[src/hdl/swvs_pkg.sv]
// Shared types and codes for the switch/value shadow table block.
package swvs_pkg;

    typedef enum logic [1:0] {
        CMD_SET_SWITCH = 2'd0,
        CMD_SET_VALUE  = 2'd1,
        CMD_PROCESS    = 2'd2
    } t_cmd;

    typedef enum logic [1:0] {
        MODE_WAKING   = 2'd0,
        MODE_RUNNING  = 2'd1,
        MODE_SLEEPING = 2'd2
    } t_mode;

    typedef enum logic {
        ST_IDLE = 1'b0,
        ST_EXEC = 1'b1
    } t_state;

    localparam logic [7:0] FRAME_SWITCH = 8'd0;
    localparam logic [7:0] FRAME_VALUE  = 8'd1;

    localparam logic [1:0] CFG_ACCESSORY = 2'd0;
    localparam logic [1:0] CFG_IGNITION  = 2'd1;
    localparam logic [1:0] CFG_PARKLIGHT = 2'd2;
    localparam logic [1:0] CFG_TIMEOUT   = 2'd3;

    localparam logic [3:0]  RST_ACCESSORY = 4'd0;
    localparam logic [3:0]  RST_IGNITION  = 4'd1;
    localparam logic [3:0]  RST_PARKLIGHT = 4'd2;
    localparam logic [15:0] RST_TIMEOUT   = 16'd5000;

    // One stacked transmit message.
    typedef struct packed {
        logic        typ;
        logic [3:0]  idx;
        logic [15:0] val;
    } t_msg;

    typedef struct packed {
        logic push;
        logic pop;
        t_msg msg;
    } t_stk_ctl;

    typedef struct packed {
        logic empty;
        logic one;
        logic full;
    } t_stk_stat;

endpackage

[src/hdl/swvs_stack.sv]
// Last-in-first-out transmit message stack in a synchronous memory.
module swvs_stack #(
    parameter int STACK_DEPTH = 8
) (
    input  logic                i_clk,
    input  logic                i_rst_n,
    input  logic                i_rd,
    input  swvs_pkg::t_stk_ctl  i_ctl,
    output swvs_pkg::t_msg      o_top,
    output swvs_pkg::t_stk_stat o_stat
);
    import swvs_pkg::*;

    localparam int ST_AW = (STACK_DEPTH > 1) ? $clog2(STACK_DEPTH) : 1;
    localparam int CNT_W = $clog2(STACK_DEPTH + 1);

    t_msg             r_mem [STACK_DEPTH];
    t_msg             r_top;
    logic [CNT_W-1:0] r_count;

    assign o_stat.empty = (r_count == '0);
    assign o_stat.one   = (r_count == CNT_W'(1));
    assign o_stat.full  = (r_count == CNT_W'(STACK_DEPTH));
    assign o_top        = r_top;

    // Read the top entry ahead of use; count holds until the item commits.
    always_ff @(posedge i_clk) begin
        if (i_rd) begin
            r_top <= r_mem[ST_AW'(r_count - 1'b1)];
        end
        if (i_ctl.push && !o_stat.full) begin
            r_mem[ST_AW'(r_count)] <= i_ctl.msg;
        end
    end

    always_ff @(posedge i_clk) begin
        if (!i_rst_n) begin
            r_count <= '0;
        end else if (i_ctl.push && !o_stat.full) begin
            r_count <= r_count + 1'b1;
        end else if (i_ctl.pop && !o_stat.empty) begin
            r_count <= r_count - 1'b1;
        end
    end

endmodule

[src/hdl/switch_value_shadow_with_tx_stack.sv]
// Top level: switch/value shadow table, transmit stack and power mode.
//
//  channel   direction  handshake                     payload
//  in        sink       i_in_valid / o_in_stall       i_command .. i_now_ms
//  out       source     o_out_valid / i_out_stall     o_tx_valid .. o_message_dropped
//  cfg       sink       i_cfg_we                      i_cfg_index, i_cfg_data
//
// Each word is handled in two steps: the accept cycle reads the value memory and the
// stack top; the execute state compares, writes back and loads the result register.
// A new word is taken only once the previous one has committed.
// A stalled result register holds the execute state until it frees.
// Synchronous reset clears the switch bits, value valid bits, stack count, mode, wake
// time, state and result valid, and loads configuration defaults; no clearing pass is needed.
module switch_value_shadow_with_tx_stack #(
    parameter int SWITCH_COUNT = 16,
    parameter int VALUE_COUNT  = 16,
    parameter int STACK_DEPTH  = 8
) (
    input  logic        i_clk,
    input  logic        i_rst_n,
    input  logic        i_in_valid,
    output logic        o_in_stall,
    input  logic [1:0]  i_command,
    input  logic [3:0]  i_entry_index,
    input  logic [15:0] i_entry_value,
    input  logic        i_transmit,
    input  logic        i_frame_valid,
    input  logic [7:0]  i_frame_type,
    input  logic [31:0] i_now_ms,
    output logic        o_out_valid,
    input  logic        i_out_stall,
    output logic        o_tx_valid,
    output logic        o_tx_type,
    output logic [3:0]  o_tx_index,
    output logic [15:0] o_tx_value,
    output logic [1:0]  o_power_mode,
    output logic        o_entry_changed,
    output logic        o_message_dropped,
    input  logic        i_cfg_we,
    input  logic [1:0]  i_cfg_index,
    input  logic [15:0] i_cfg_data
);
    import swvs_pkg::*;

    localparam int SW_AW = (SWITCH_COUNT > 1) ? $clog2(SWITCH_COUNT) : 1;
    localparam int VA_W  = (VALUE_COUNT > 1) ? $clog2(VALUE_COUNT) : 1;

    // configuration
    logic [3:0]  r_acc_idx, r_ign_idx, r_park_idx;
    logic [15:0] r_timeout;

    // control state
    t_state r_state, n_state;
    t_mode  r_mode, n_mode;
    logic [31:0] r_wake;
    logic [SWITCH_COUNT-1:0] r_sw, n_sw;
    logic [VALUE_COUNT-1:0]  r_vok;
    logic [15:0] r_vmem [VALUE_COUNT];
    logic [15:0] r_vq;

    // latched word
    logic [1:0]  r_cmd;
    logic [3:0]  r_idx;
    logic [15:0] r_val;
    logic        r_tx, r_fv;
    logic [7:0]  r_ft;
    logic [31:0] r_now;

    // result register
    logic        r_out_valid;
    logic        r_tx_valid, r_tx_type, r_changed, r_dropped;
    logic [3:0]  r_tx_index;
    logic [15:0] r_tx_value;
    logic [1:0]  r_power_mode;

    logic        accept, commit, out_free;
    logic        is_set, is_proc, apply, typ, on, sw_in, v_in, sw_old;
    logic        sw_chg, v_chg, changed, push, dropped, pop, reason;
    logic [15:0] v_old;
    logic [31:0] n_wake, elapsed;
    t_mode       mode_m;
    t_msg        stk_top;
    t_stk_ctl    stk_ctl;
    t_stk_stat   stk_stat;

    function automatic logic sw_on(input logic [SWITCH_COUNT-1:0] tbl,
                                   input logic [3:0] k);
        logic hit;
        hit = 1'b0;
        if (32'(k) < SWITCH_COUNT) begin
            hit = tbl[SW_AW'(k)];
        end
        return hit;
    endfunction

    swvs_stack #(
        .STACK_DEPTH(STACK_DEPTH)
    ) u_stack (
        .i_clk  (i_clk),
        .i_rst_n(i_rst_n),
        .i_rd   (accept),
        .i_ctl  (stk_ctl),
        .o_top  (stk_top),
        .o_stat (stk_stat)
    );

    assign out_free   = !r_out_valid || !i_out_stall;
    assign o_in_stall = (r_state != ST_IDLE);

    always_comb begin
        n_state = r_state;
        accept  = 1'b0;
        commit  = 1'b0;
        case (r_state)
            ST_IDLE: begin
                if (i_in_valid) begin
                    accept  = 1'b1;
                    n_state = ST_EXEC;
                end
            end
            ST_EXEC: begin
                if (out_free) begin
                    commit  = 1'b1;
                    n_state = ST_IDLE;
                end
            end
            default: n_state = ST_IDLE;
        endcase
    end

    // Compare against the stored entry and work out the new state.
    always_comb begin
        is_set  = (r_cmd == CMD_SET_SWITCH) || (r_cmd == CMD_SET_VALUE);
        is_proc = (r_cmd == CMD_PROCESS);
        apply   = is_set || (is_proc && r_fv &&
                  (r_ft == FRAME_SWITCH || r_ft == FRAME_VALUE));
        typ     = is_set ? r_cmd[0] : r_ft[0];
        on      = (r_val != 16'd0);
        sw_in   = 32'(r_idx) < SWITCH_COUNT;
        v_in    = 32'(r_idx) < VALUE_COUNT;
        sw_old  = sw_on(r_sw, r_idx);
        v_old   = 16'd0;
        if (v_in && r_vok[VA_W'(r_idx)]) begin
            v_old = r_vq;
        end
        sw_chg  = apply && !typ && sw_in && (sw_old != on);
        v_chg   = apply && typ && v_in && (v_old != r_val);
        changed = sw_chg || v_chg;
        push    = changed && is_set && r_tx;
        dropped = push && stk_stat.full;
        pop     = is_proc && !stk_stat.empty;

        n_sw = r_sw;
        if (sw_chg) begin
            n_sw[SW_AW'(r_idx)] = on;
        end

        stk_ctl.push    = commit && push;
        stk_ctl.pop     = commit && pop;
        stk_ctl.msg.typ = typ;
        stk_ctl.msg.idx = r_idx;
        stk_ctl.msg.val = typ ? r_val : {15'd0, on};

        // A process word arriving in sleep is the wake-up.
        mode_m  = (r_mode == MODE_SLEEPING) ? MODE_WAKING : r_mode;
        n_wake  = (r_mode == MODE_SLEEPING) ? r_now : r_wake;
        elapsed = r_now - n_wake;
        reason  = sw_on(n_sw, r_acc_idx) || sw_on(n_sw, r_ign_idx) ||
                  sw_on(n_sw, r_park_idx) || (!stk_stat.empty && !stk_stat.one);
        n_mode  = r_mode;
        if (is_proc) begin
            if (reason) begin
                n_mode = MODE_RUNNING;
            end else if (mode_m == MODE_WAKING && elapsed <= {16'd0, r_timeout}) begin
                n_mode = MODE_WAKING;
            end else begin
                n_mode = MODE_SLEEPING;
            end
        end
    end

    always_ff @(posedge i_clk) begin
        if (!i_rst_n) begin
            r_state    <= ST_IDLE;
            r_mode     <= MODE_WAKING;
            r_wake     <= 32'd0;
            r_sw       <= '0;
            r_vok      <= '0;
            r_acc_idx  <= RST_ACCESSORY;
            r_ign_idx  <= RST_IGNITION;
            r_park_idx <= RST_PARKLIGHT;
            r_timeout  <= RST_TIMEOUT;
            r_out_valid <= 1'b0;
        end else begin
            r_state <= n_state;
            if (i_cfg_we) begin
                case (i_cfg_index)
                    CFG_ACCESSORY: r_acc_idx  <= i_cfg_data[3:0];
                    CFG_IGNITION:  r_ign_idx  <= i_cfg_data[3:0];
                    CFG_PARKLIGHT: r_park_idx <= i_cfg_data[3:0];
                    CFG_TIMEOUT:   r_timeout  <= i_cfg_data;
                    default: ;
                endcase
            end
            if (commit) begin
                r_mode <= n_mode;
                r_sw   <= n_sw;
                if (is_proc) begin
                    r_wake <= n_wake;
                end
                if (v_chg) begin
                    r_vok[VA_W'(r_idx)] <= 1'b1;
                end
                r_out_valid <= 1'b1;
            end else if (!i_out_stall) begin
                r_out_valid <= 1'b0;
            end
        end
    end

    // Value memory: read on accept, write back on commit.
    always_ff @(posedge i_clk) begin
        if (accept) begin
            r_vq <= r_vmem[VA_W'(i_entry_index)];
        end
        if (commit && v_chg) begin
            r_vmem[VA_W'(r_idx)] <= r_val;
        end
    end

    always_ff @(posedge i_clk) begin
        if (accept) begin
            r_cmd <= i_command;
            r_idx <= i_entry_index;
            r_val <= i_entry_value;
            r_tx  <= i_transmit;
            r_fv  <= i_frame_valid;
            r_ft  <= i_frame_type;
            r_now <= i_now_ms;
        end
        if (commit) begin
            r_tx_valid   <= pop;
            r_tx_type    <= pop ? stk_top.typ : 1'b0;
            r_tx_index   <= pop ? stk_top.idx : 4'd0;
            r_tx_value   <= pop ? stk_top.val : 16'd0;
            r_power_mode <= n_mode;
            r_changed    <= changed;
            r_dropped    <= dropped;
        end
    end

    assign o_out_valid       = r_out_valid;
    assign o_tx_valid        = r_tx_valid;
    assign o_tx_type         = r_tx_type;
    assign o_tx_index        = r_tx_index;
    assign o_tx_value        = r_tx_value;
    assign o_power_mode      = r_power_mode;
    assign o_entry_changed   = r_changed;
    assign o_message_dropped = r_dropped;

    a_drop_only_full: assert property (@(posedge i_clk) disable iff (!i_rst_n)
        (commit && dropped) |-> stk_stat.full)
        else $error("message dropped while stack had room");

    a_result_after_exec: assert property (@(posedge i_clk) disable iff (!i_rst_n)
        $rose(o_out_valid) |-> $past(r_state == ST_EXEC))
        else $error("result appeared without an execute cycle");

    a_pop_never_drops: assert property (@(posedge i_clk) disable iff (!i_rst_n)
        (o_out_valid && o_tx_valid) |-> !o_message_dropped)
        else $error("pop and drop reported on one word");

endmodule
[config.mk]
export PLATFORM = sky130hd
export DESIGN_NAME = switch_value_shadow_with_tx_stack
export DESIGN_NICKNAME = d
export VERILOG_FILES = /design/src/hdl/swvs_pkg.sv /design/src/hdl/swvs_stack.sv /design/src/hdl/switch_value_shadow_with_tx_stack.sv
export SDC_FILE = /design/constraint.sdc
export NUM_CORES = 1
export LEC_CHECK = 0
export ABC_AREA = 0
export BUFFER_PORTS_ARGS = -buffer_cell sky130_fd_sc_hd__buf_2
export CAP_MARGIN = 25
export CORE_ASPECT_RATIO = 0.7
export CORE_MARGIN = 2
export CORE_UTILIZATION = 35
export CTS_BUF_LIST = sky130_fd_sc_hd__clkbuf_16
export DETAILED_ROUTE_END_ITERATION = 6
export GPL_TIMING_DRIVEN = 0
export PLACE_DENSITY = 0.47
export SKIP_LAST_GASP = 1
export SLEW_MARGIN = 5
export SYNTH_ARGS = -nofsm -noshare
export SYNTH_HDL_FRONTEND = slang
export SYNTH_SLANG_ARGS = --single-unit
[constraint.sdc]
create_clock -name i_clk -period 6.9 [get_ports i_clk]
set_input_delay 0.345 -clock i_clk [delete_from_list [all_inputs] [get_ports i_clk]]
set_output_delay 0.345 -clock i_clk [all_outputs]
set_load 0.01 [all_outputs]
==> results by stage, run 1 <==
Outcome:
- The flow ran to the end, and the final reports show no timing, DRC or antenna violations.

STA:
- The worst setup slack after layout is 370 ps.
- Derived from the worst setup path, the maximum achievable clock frequency is between 150 and 200 MHz.
- The final worst-path cycle share is 0.946.
- The final-report setup violation count is 0.
- The final hold violation count is 0.
- The clock period minus worst slack is approximately 6500 ps.
- Setup repair after global routing left no endpoint under its margin.
- The worst max-slew margin expressed relative to the limit is 0.330.
- Between clock sinks in the finished design, the worst skew comes to 24.7 ps.
- At the pin with the least slew margin, the transition time is 999 ps.
- The final number of max-transition violations is 0.

Drt:
- After detailed routing, the number of remaining DRC violations is 0.
- The total routed wirelength is roughly 82 mm.
- The detailed router finished its first iteration with 1647 violations.
- The first detailed-routing pass ran for 5 iterations.
- Across all layers, the routed design uses between 15000 and 20000 vias.
- After detailed routing, the number of vias per cell comes to around 5.4.
- Once detail routing completed, the nets flagged for antenna violations numbered 0.
- Dividing the detail-routed wire length by the instance count gives roughly 25 microns.

Clock network:
- The clock edge transition at the registers on the reported setup and hold paths is about 60 ps.
- Clock tree synthesis selected as its root buffer the cell sky130_fd_sc_hd__clkbuf_16.
- The TritonCTS buffer count is 71.
- The TritonCTS clock tree is done.
- At the later pin of the worst-skew pair, clock insertion delay measures around 640 ps.
- The buffer depth of the longest clock path is 3.
- The clock drives between 600 and 700 sinks.
- The H-tree was split into 3 levels.

Critical path:
- The highest fanout seen on the critical path is 10.
- The arrival time of data at the critical path endpoint is 6880 ps.
- The critical path launch point type is a flip-flop.
- The critical path data required time is between 7000 and 8000 ps.
- The nature of the critical path endpoint is a flip-flop.
- The critical path class is reg -> reg.

Die:
- For this configuration, the core starts out at a cell density of 0.355.
- The floorplan step set the die height to roughly 240 microns.
- The placeable core area is just over 80000 sq um.
- The die covers 84400 sq um.
- The I/O pin count is around 120.
- The total number of placement rows is 87.
- The die is ~350 microns wide.

Synthesis:
- Synthesis instantiated slightly above 80 different standard cells from the library.
- The net count after synthesis is about 2000.
- The top-area cell type share of the netlist area is 0.576.
- The post-synthesis cell type with the largest combined area is sky130_fd_sc_hd__edfxtp_1.
- For this run, the number of Yosys warnings is 0.
- Sorting the synthesized cells by area gives the leading types as sky130_fd_sc_hd__edfxtp_1, sky130_fd_sc_hd__mux4_2, sky130_fd_sc_hd__dfxtp_1.
- The register area share after synthesis is 0.646.
- The top flip-flop cell by instance count after synthesis is sky130_fd_sc_hd__edfxtp_1.
- The number of flops mapped to enable cells by yosys is between 500 and 600.
- The cell with the most instances after synthesis is sky130_fd_sc_hd__edfxtp_1.
- Summing every instance area after synthesis gives ~29000 sq um.
- The synthesized netlist cell count is 1916.
- The register bit count reported by yosys is 651.
- The post-synthesis async set-or-reset flop share is 0.
- The average cell area after synthesis is between 10 and 15 sq um.
- Counting instances in the post-synthesis netlist gives the leading cell types as sky130_fd_sc_hd__edfxtp_1, sky130_fd_sc_hd__nand2_1, sky130_fd_sc_hd__mux4_2.

Global route:
- The maximum number of pins on one net before global-route repair is 28.
- The number of global-route vias before repair is roughly 18000.
- After global routing the overflow that remains totals 0.
- The initial antenna violation count came to 6.
- The first-pass GRT wire length is between 100 and 150 mm.
- In the global route stage, overall resource usage came out at 0.193.

Cells and area:
- The final layout contains around 2300 nets.
- In the final layout, the share of cells above drive strength 1 is 0.210.
- The layout overhead on the synthesized area is 19.7%.
- The finished cells cover about 34000 sq um.

Power and ir drop:
- Dividing total power by cell area gives a power density of roughly 260 nW/um^2.
- VDD sags by at most roughly 0.17 mV.
- The standby leakage power is ~12 nW.
- The overall power is about 9.1 mW.

Place:
- At the end of routability-driven placement, the weighted congestion stood at about 0.9.
- The worst slack at placement is -1230 ps.
- The HPWL after detailed placement is 56.9 mm.
- Once placement finished, the instance area stood at ~31000 sq um.
- The number of port buffers is ~110.

Flow run:
- The tool flagged a number of max-cap violations equal to 0.

Worst hold path:
- In this run the worst hold path is classified as in -> reg.
## metrics by stage
stage / setup TNS [ps] / hold WS (ps) / util / cells
floorplan: 0 / 435 / - / 1916
global placement: -263960 / 442 / 0.379 / 3098
detailed placement: -1930 / 452 / 0.386 / 3121
CTS: 0 / 7.91 / 0.424 / 3324
global route: 0 / 29.5 / 0.425 / 3326
finish: 0 / 45.9 / 0.425 / 3327
## sequential cells by signal, indices dropped and copies added (netlist names), 21 cells and up
register / count
r_vmem: 256
u_stack.r_mem: 168
r_now: 32
r_wake: 32
u_stack.o_top: 21
## power by group
group	total [mW]	internal, mW	switching, mW
clock network	3.74	2.12	1.62
logic	0.918	0.373	0.545
registers	4.44	4.36	0.0858
## kinds of logic after synthesis
logic type               count (synthesis)  synth area share
XOR/XNOR                                39            0.0119
buffers and inverters                  145            0.0197
AND/OR/NAND/NOR                        498            0.0882
adder cells (fa/ha/maj)                 46            0.0202
flip-flops                             651             0.646
multiplexers                           205             0.130
AO/OA/AOI/OAI                          332            0.0839
## worst max-delay path: stages, from the launching register on
cell	delay, ps
sky130_fd_sc_hd__dfxtp_2	430
sky130_fd_sc_hd__nor2b_1	200
sky130_fd_sc_hd__clkbuf_4	230
sky130_fd_sc_hd__clkbuf_4	240
sky130_fd_sc_hd__clkbuf_8	250
sky130_fd_sc_hd__mux2i_1	260
sky130_fd_sc_hd__ha_2	300
sky130_fd_sc_hd__a21oi_1	90
sky130_fd_sc_hd__o2111ai_1	460
sky130_fd_sc_hd__a2111oi_2	150
sky130_fd_sc_hd__or4_4	580
sky130_fd_sc_hd__and2_1	240
sky130_fd_sc_hd__xnor2_1	160
sky130_fd_sc_hd__ha_1	310
sky130_fd_sc_hd__nand4_1	180
sky130_fd_sc_hd__or4_1	580
sky130_fd_sc_hd__o31a_1	170
sky130_fd_sc_hd__nor4_1	300
sky130_fd_sc_hd__nand3_1	130
sky130_fd_sc_hd__nor4_2	420
sky130_fd_sc_hd__nand3_1	150
sky130_fd_sc_hd__nor4b_2	260
sky130_fd_sc_hd__o31ai_1	150
## area by class of cell
cell class	count	area [sq um]
clock buffers	73	1830
clock inverters	54	437
fillers	7307	46500
flip-flops and latches	651	18600
repair buffers	217	1810
well taps	1068	1340
inverters	45	169
plain buffers	98	425
multi-input cells	1120	9800
diodes	1	2.50
## final timing paths
path	from	to	slack (ps)	depth (start not counted)
max reg2reg	r_mode[1]$_SDFFE_PN0P_	o_power_mode[1]$_DFFE_PP_	370	22
min	i_cfg_data[1]	r_park_idx[1]$_SDFFE_PN1P_	50	3
min reg2reg	r_vok[3]$_SDFFE_PN0P_	r_vok[3]$_SDFFE_PN0P_	460	1
max	r_mode[1]$_SDFFE_PN0P_	o_power_mode[1]$_DFFE_PP_	370	22
## repair_timing
action,CTS,global route
pin swaps,0,2
endpoints found under the setup margin,2,2
hold buffers,77,0
endpoints found under the hold margin,77,0
setup buffers,0,1
resized for setup,14,18
## routing by layer
| layer | vias to the layer above | global-route usage | part of all wire |
|---|---|---|---|
| met5 | - | 0 | 0.00038 |
| met3 | 98 | 0.0397 | 0.060 |
| met2 | 506 | 0.267 | 0.41 |
| met4 | 6 | 0.0420 | 0.017 |
| met1 | 9277 | 0.307 | 0.51 |
| li1 | 8125 | - | - |
## cells in the final DEF (no fill, tap or decap), types with 26 or more instances in the layout
master and n:
sky130_fd_sc_hd__nand2_1 157, sky130_fd_sc_hd__ha_1 43, sky130_fd_sc_hd__a21oi_1 47, sky130_fd_sc_hd__o211a_1 29
sky130_fd_sc_hd__dlygate4sd3_1 77, sky130_fd_sc_hd__xnor2_1 27, sky130_fd_sc_hd__and2_1 35, sky130_fd_sc_hd__nand3_1 27
sky130_fd_sc_hd__edfxtp_1 551, sky130_fd_sc_hd__buf_2 120, sky130_fd_sc_hd__mux2i_1 46, sky130_fd_sc_hd__mux4_2 132
sky130_fd_sc_hd__dfxtp_1 98, sky130_fd_sc_hd__nor2_1 66, sky130_fd_sc_hd__nor2b_1 53, sky130_fd_sc_hd__o21ai_0 42
sky130_fd_sc_hd__clkbuf_1 65, sky130_fd_sc_hd__mux2_2 26, sky130_fd_sc_hd__inv_1 57, sky130_fd_sc_hd__clkbuf_16 73
sky130_fd_sc_hd__a31oi_1 26
No activity file was read; power rests on OpenSTA's default activity.
==> run 2: changes to the inputs <==
- BUFFER_PORTS_ARGS: -buffer_cell sky130_fd_sc_hd__buf_2 -> unset
- CELL_PAD_IN_SITES_DETAIL_PLACEMENT: unset -> 1
- CELL_PAD_IN_SITES_GLOBAL_PLACEMENT: unset -> 1
- DONT_BUFFER_PORTS: unset -> 1
- PLACE_DENSITY: 0.47 -> 0.53
- TNS_END_PERCENT: unset -> 1
==> results by stage, run 2 (synthesized netlist as in run 1, its figures left out) <==
Place:
- The placement-stage cell area is roughly 31000 sq um.
- The worst slack at placement is -1810 ps.
- The number of port buffers is 0.
- After detailed placement, the design holds a cell count of 3011.
- Routability-driven placement finished with a final weighted congestion of 0.860.
- The HPWL after detailed placement is between 60 and 70 mm.

STA:
- The final number of max-transition violations was 0.
- In the post-route analysis, the smallest setup slack over all paths is approximately 190 ps.
- Adding up every negative setup slack in the final design gives 0 ps.
- The clock skew is about 23 ps.
- Dividing the final minimum period by the clock period gives 0.973.
- The worst hold slack is around 73 ps.
- The final hold violation count is 0.
- Counting I/O delays and the setup requirement, the final critical path takes between 6000 and 7000 ps.
- Setup violations remaining at the end of the flow were counted as 0.
- The transition time of the tightest slew-check pin is between 1000 and 1500 ps.
- The worst max-slew margin expressed relative to the limit is 0.302.
- The highest achievable clock rate is approximately 150 MHz.

Clock network:
- The number of sinks on the clock net is around 650.
- TritonCTS built the clock tree.
- The buffer depth of the longest clock path is 3.
- Clock tree synthesis inserted a total of slightly above 70 buffers.
- At the later pin of the worst-skew pair, clock insertion delay measures between 600 and 700 ps.
- The clock edge transition at the registers on the reported setup and hold paths is 70 ps.
- The level count of the clock H-tree is 3.
- The clock root buffer is sky130_fd_sc_hd__clkbuf_16.

Die:
- around 120 I/O pins were placed.
- The initial cell density of the core is 0.355.
- From left edge to right edge, the die measures approximately 350 microns.
- The placeable core area is just over 80000 sq um.
- The die footprint is between 80000 and 90000 sq um.
- The die is 244 microns tall.
- The total number of placement rows is slightly below 90.

Drt:
- After detailed routing, the number of remaining DRC violations is 0.
- The detailed router's first-iteration violation count is about 1600.
- The via count of the routed design is 17700.
- The length of routed wiring on met1 is 44.0 mm.
- After detailed routing, no signal wire sits above met4.
- The met3 routed wirelength is between 3 and 4 mm.
- After detailed routing, the average wire length per cell comes to about 26 microns.
- The first detailed-routing pass took 5 iterations.
- The total routed wirelength is about 85 mm.
- The met2 layer wire length in the routed design is 35.8 mm.
- The residual antenna-violating net count after detailed routing is 0.
- After detailed routing, the number of vias per cell comes to between 5 and 6.

Critical path:
- The worst setup path is captured at a flip-flop.
- Traced cell by cell, the critical path runs through nor2b_1 -> clkbuf_4 -> buf_4 -> clkbuf_8 -> mux2i_1 -> ha_2 -> nand3b_1 -> o2111a_1 -> o211ai_1 -> buf_4 -> a2111oi_2 -> or4_4 -> and2_2 -> xnor2_1 -> ha_1 -> nand4_1 -> or4_4 -> o31a_1 -> nor4_1 -> nand3_1 -> nor4_4 -> nand3_1 -> nor4b_4 -> o31ai_1.
- On the critical path, the stage with the largest delay is an instance of sky130_fd_sc_hd__or4_4.
- The critical path data required time is just over 7000 ps.
- In this run the worst path has a maximum fanout of 10.
- Broken down by cell family, the worst path's largest delay share belongs to simple AND/OR/NAND/NOR gates.
- The largest single stage delay on the critical path is approximately 600 ps.
- Data on the critical path arrives at its endpoint at 7040 ps.
- By startpoint and endpoint, the worst setup path is classified as reg -> reg.
- The critical path launch point type is a flip-flop.
- The number of buffers and inverters on the critical path is 4.

Cells and area:
- Leaving out filler cells and counting taps, the final layout contains approximately 3200.
- The register with the most flip-flops in the final layout is r_vmem.
- For this run, the post-layout net count is 2240.
- The cell area after layout is about 34000 sq um.
- The layout overhead on the synthesized area is 18.2%.
- In the layout the commonest cells are sky130_fd_sc_hd__edfxtp_1, sky130_fd_sc_hd__nand2_1, sky130_fd_sc_hd__mux4_2, sky130_fd_sc_hd__dfxtp_1, sky130_fd_sc_hd__dlygate4sd3_1.
- The share of the core filled with cells in the final layout is 0.420.
- The flip-flop count of the largest register after layout is approximately 260.
- The share of post-route cells with drive strength above 1 is 0.171.
- The most frequent standard cell in the layout excluding fill and tap cells is sky130_fd_sc_hd__edfxtp_1.
- The layout has between 8000 and 9000 filler cells.
- The largest registers in the layout are r_vmem (256), u_stack.r_mem (168).

Flow run:
- Max-cap violations in this run came to 0.

Power and ir drop:
- The power density of the placed cells is ~260 nW/um^2.
- Across the VDD grid, the largest voltage drop is ~0.15 mV.
- The completed layout was analyzed and its total power is between 8 and 9 mW.
- The standby leakage power is between 10 and 15 nW.

Worst hold path:
- The type of the worst min-delay path is in -> reg.

Global route:
- The number of global-route vias before repair is 18400.
- The initial antenna violation count came to 2.
- The first global-routing pass estimated ~130 mm of wire.
- Global routing finished with a remaining overflow of 0.
- Entering global routing, the biggest net connects 26 pins.
- The global router's overall resource usage is 0.203.

Outcome:
- The flow ran to the end, and the final reports show no timing, DRC or antenna violations.
run 2: per-layer routing:
metal,GRT usage,vias to the layer above
li1,-,7933
met1,0.325,9258
met2,0.289,428
met3,0.0296,87
met4,0.0403,0
met5,0,-
run 2: path summary, 6_finish.rpt:
kind	startpoint	endpoint	slack, ps	depth (start not counted)
worst max register to register	r_mode[1]$_SDFFE_PN0P_	o_power_mode[1]$_DFFE_PP_	190	24
worst min-delay path	i_cfg_index[1]	r_timeout[15]$_SDFFE_PN0P_	70	3
worst min register to register	r_vok[5]$_SDFFE_PN0P_	r_vok[5]$_SDFFE_PN0P_	460	1
worst max-delay path	r_mode[1]$_SDFFE_PN0P_	o_power_mode[1]$_DFFE_PP_	190	24
run 2: timing repair:
| item | in CTS | in global routing |
|---|---|---|
| pin swaps | 2 | 4 |
| gates resized for setup | 21 | 18 |
| hold buffers | 85 | 0 |
| setup buffers | 2 | 4 |
| endpoints found under the hold margin | 95 | 0 |
| setup endpoints to repair | 2 | 2 |
run 2: tightest hold or removal path, stage by stage:
cell                       delay [ps]
sky130_fd_sc_hd__and3_1           160
sky130_fd_sc_hd__nand2_1           70
sky130_fd_sc_hd__a21boi_0          60
run 2: area by class of cell:
class | instances | area, sq um | area share
buffer | 98 | 422 | 0.0124
clock buffer | 72 | 1800 | 0.0531
inverter | 45 | 169 | 0.00498
clock inverter | 55 | 353 | 0.0104
antenna | 1 | 2.50 | 0.0000737
sequential | 651 | 18600 | 0.547
tap | 1068 | 1340 | 0.0394
multi-input combinational | 1120 | 9820 | 0.289
timing repair buffer | 121 | 1490 | 0.0438
run 2: report_power, final:
part | internal [mW] | switching (mW) | total (mW)
clock network | 1.98 | 1.60 | 3.58
registers | 4.36 | 0.0945 | 4.45
logic | 0.358 | 0.547 | 0.905
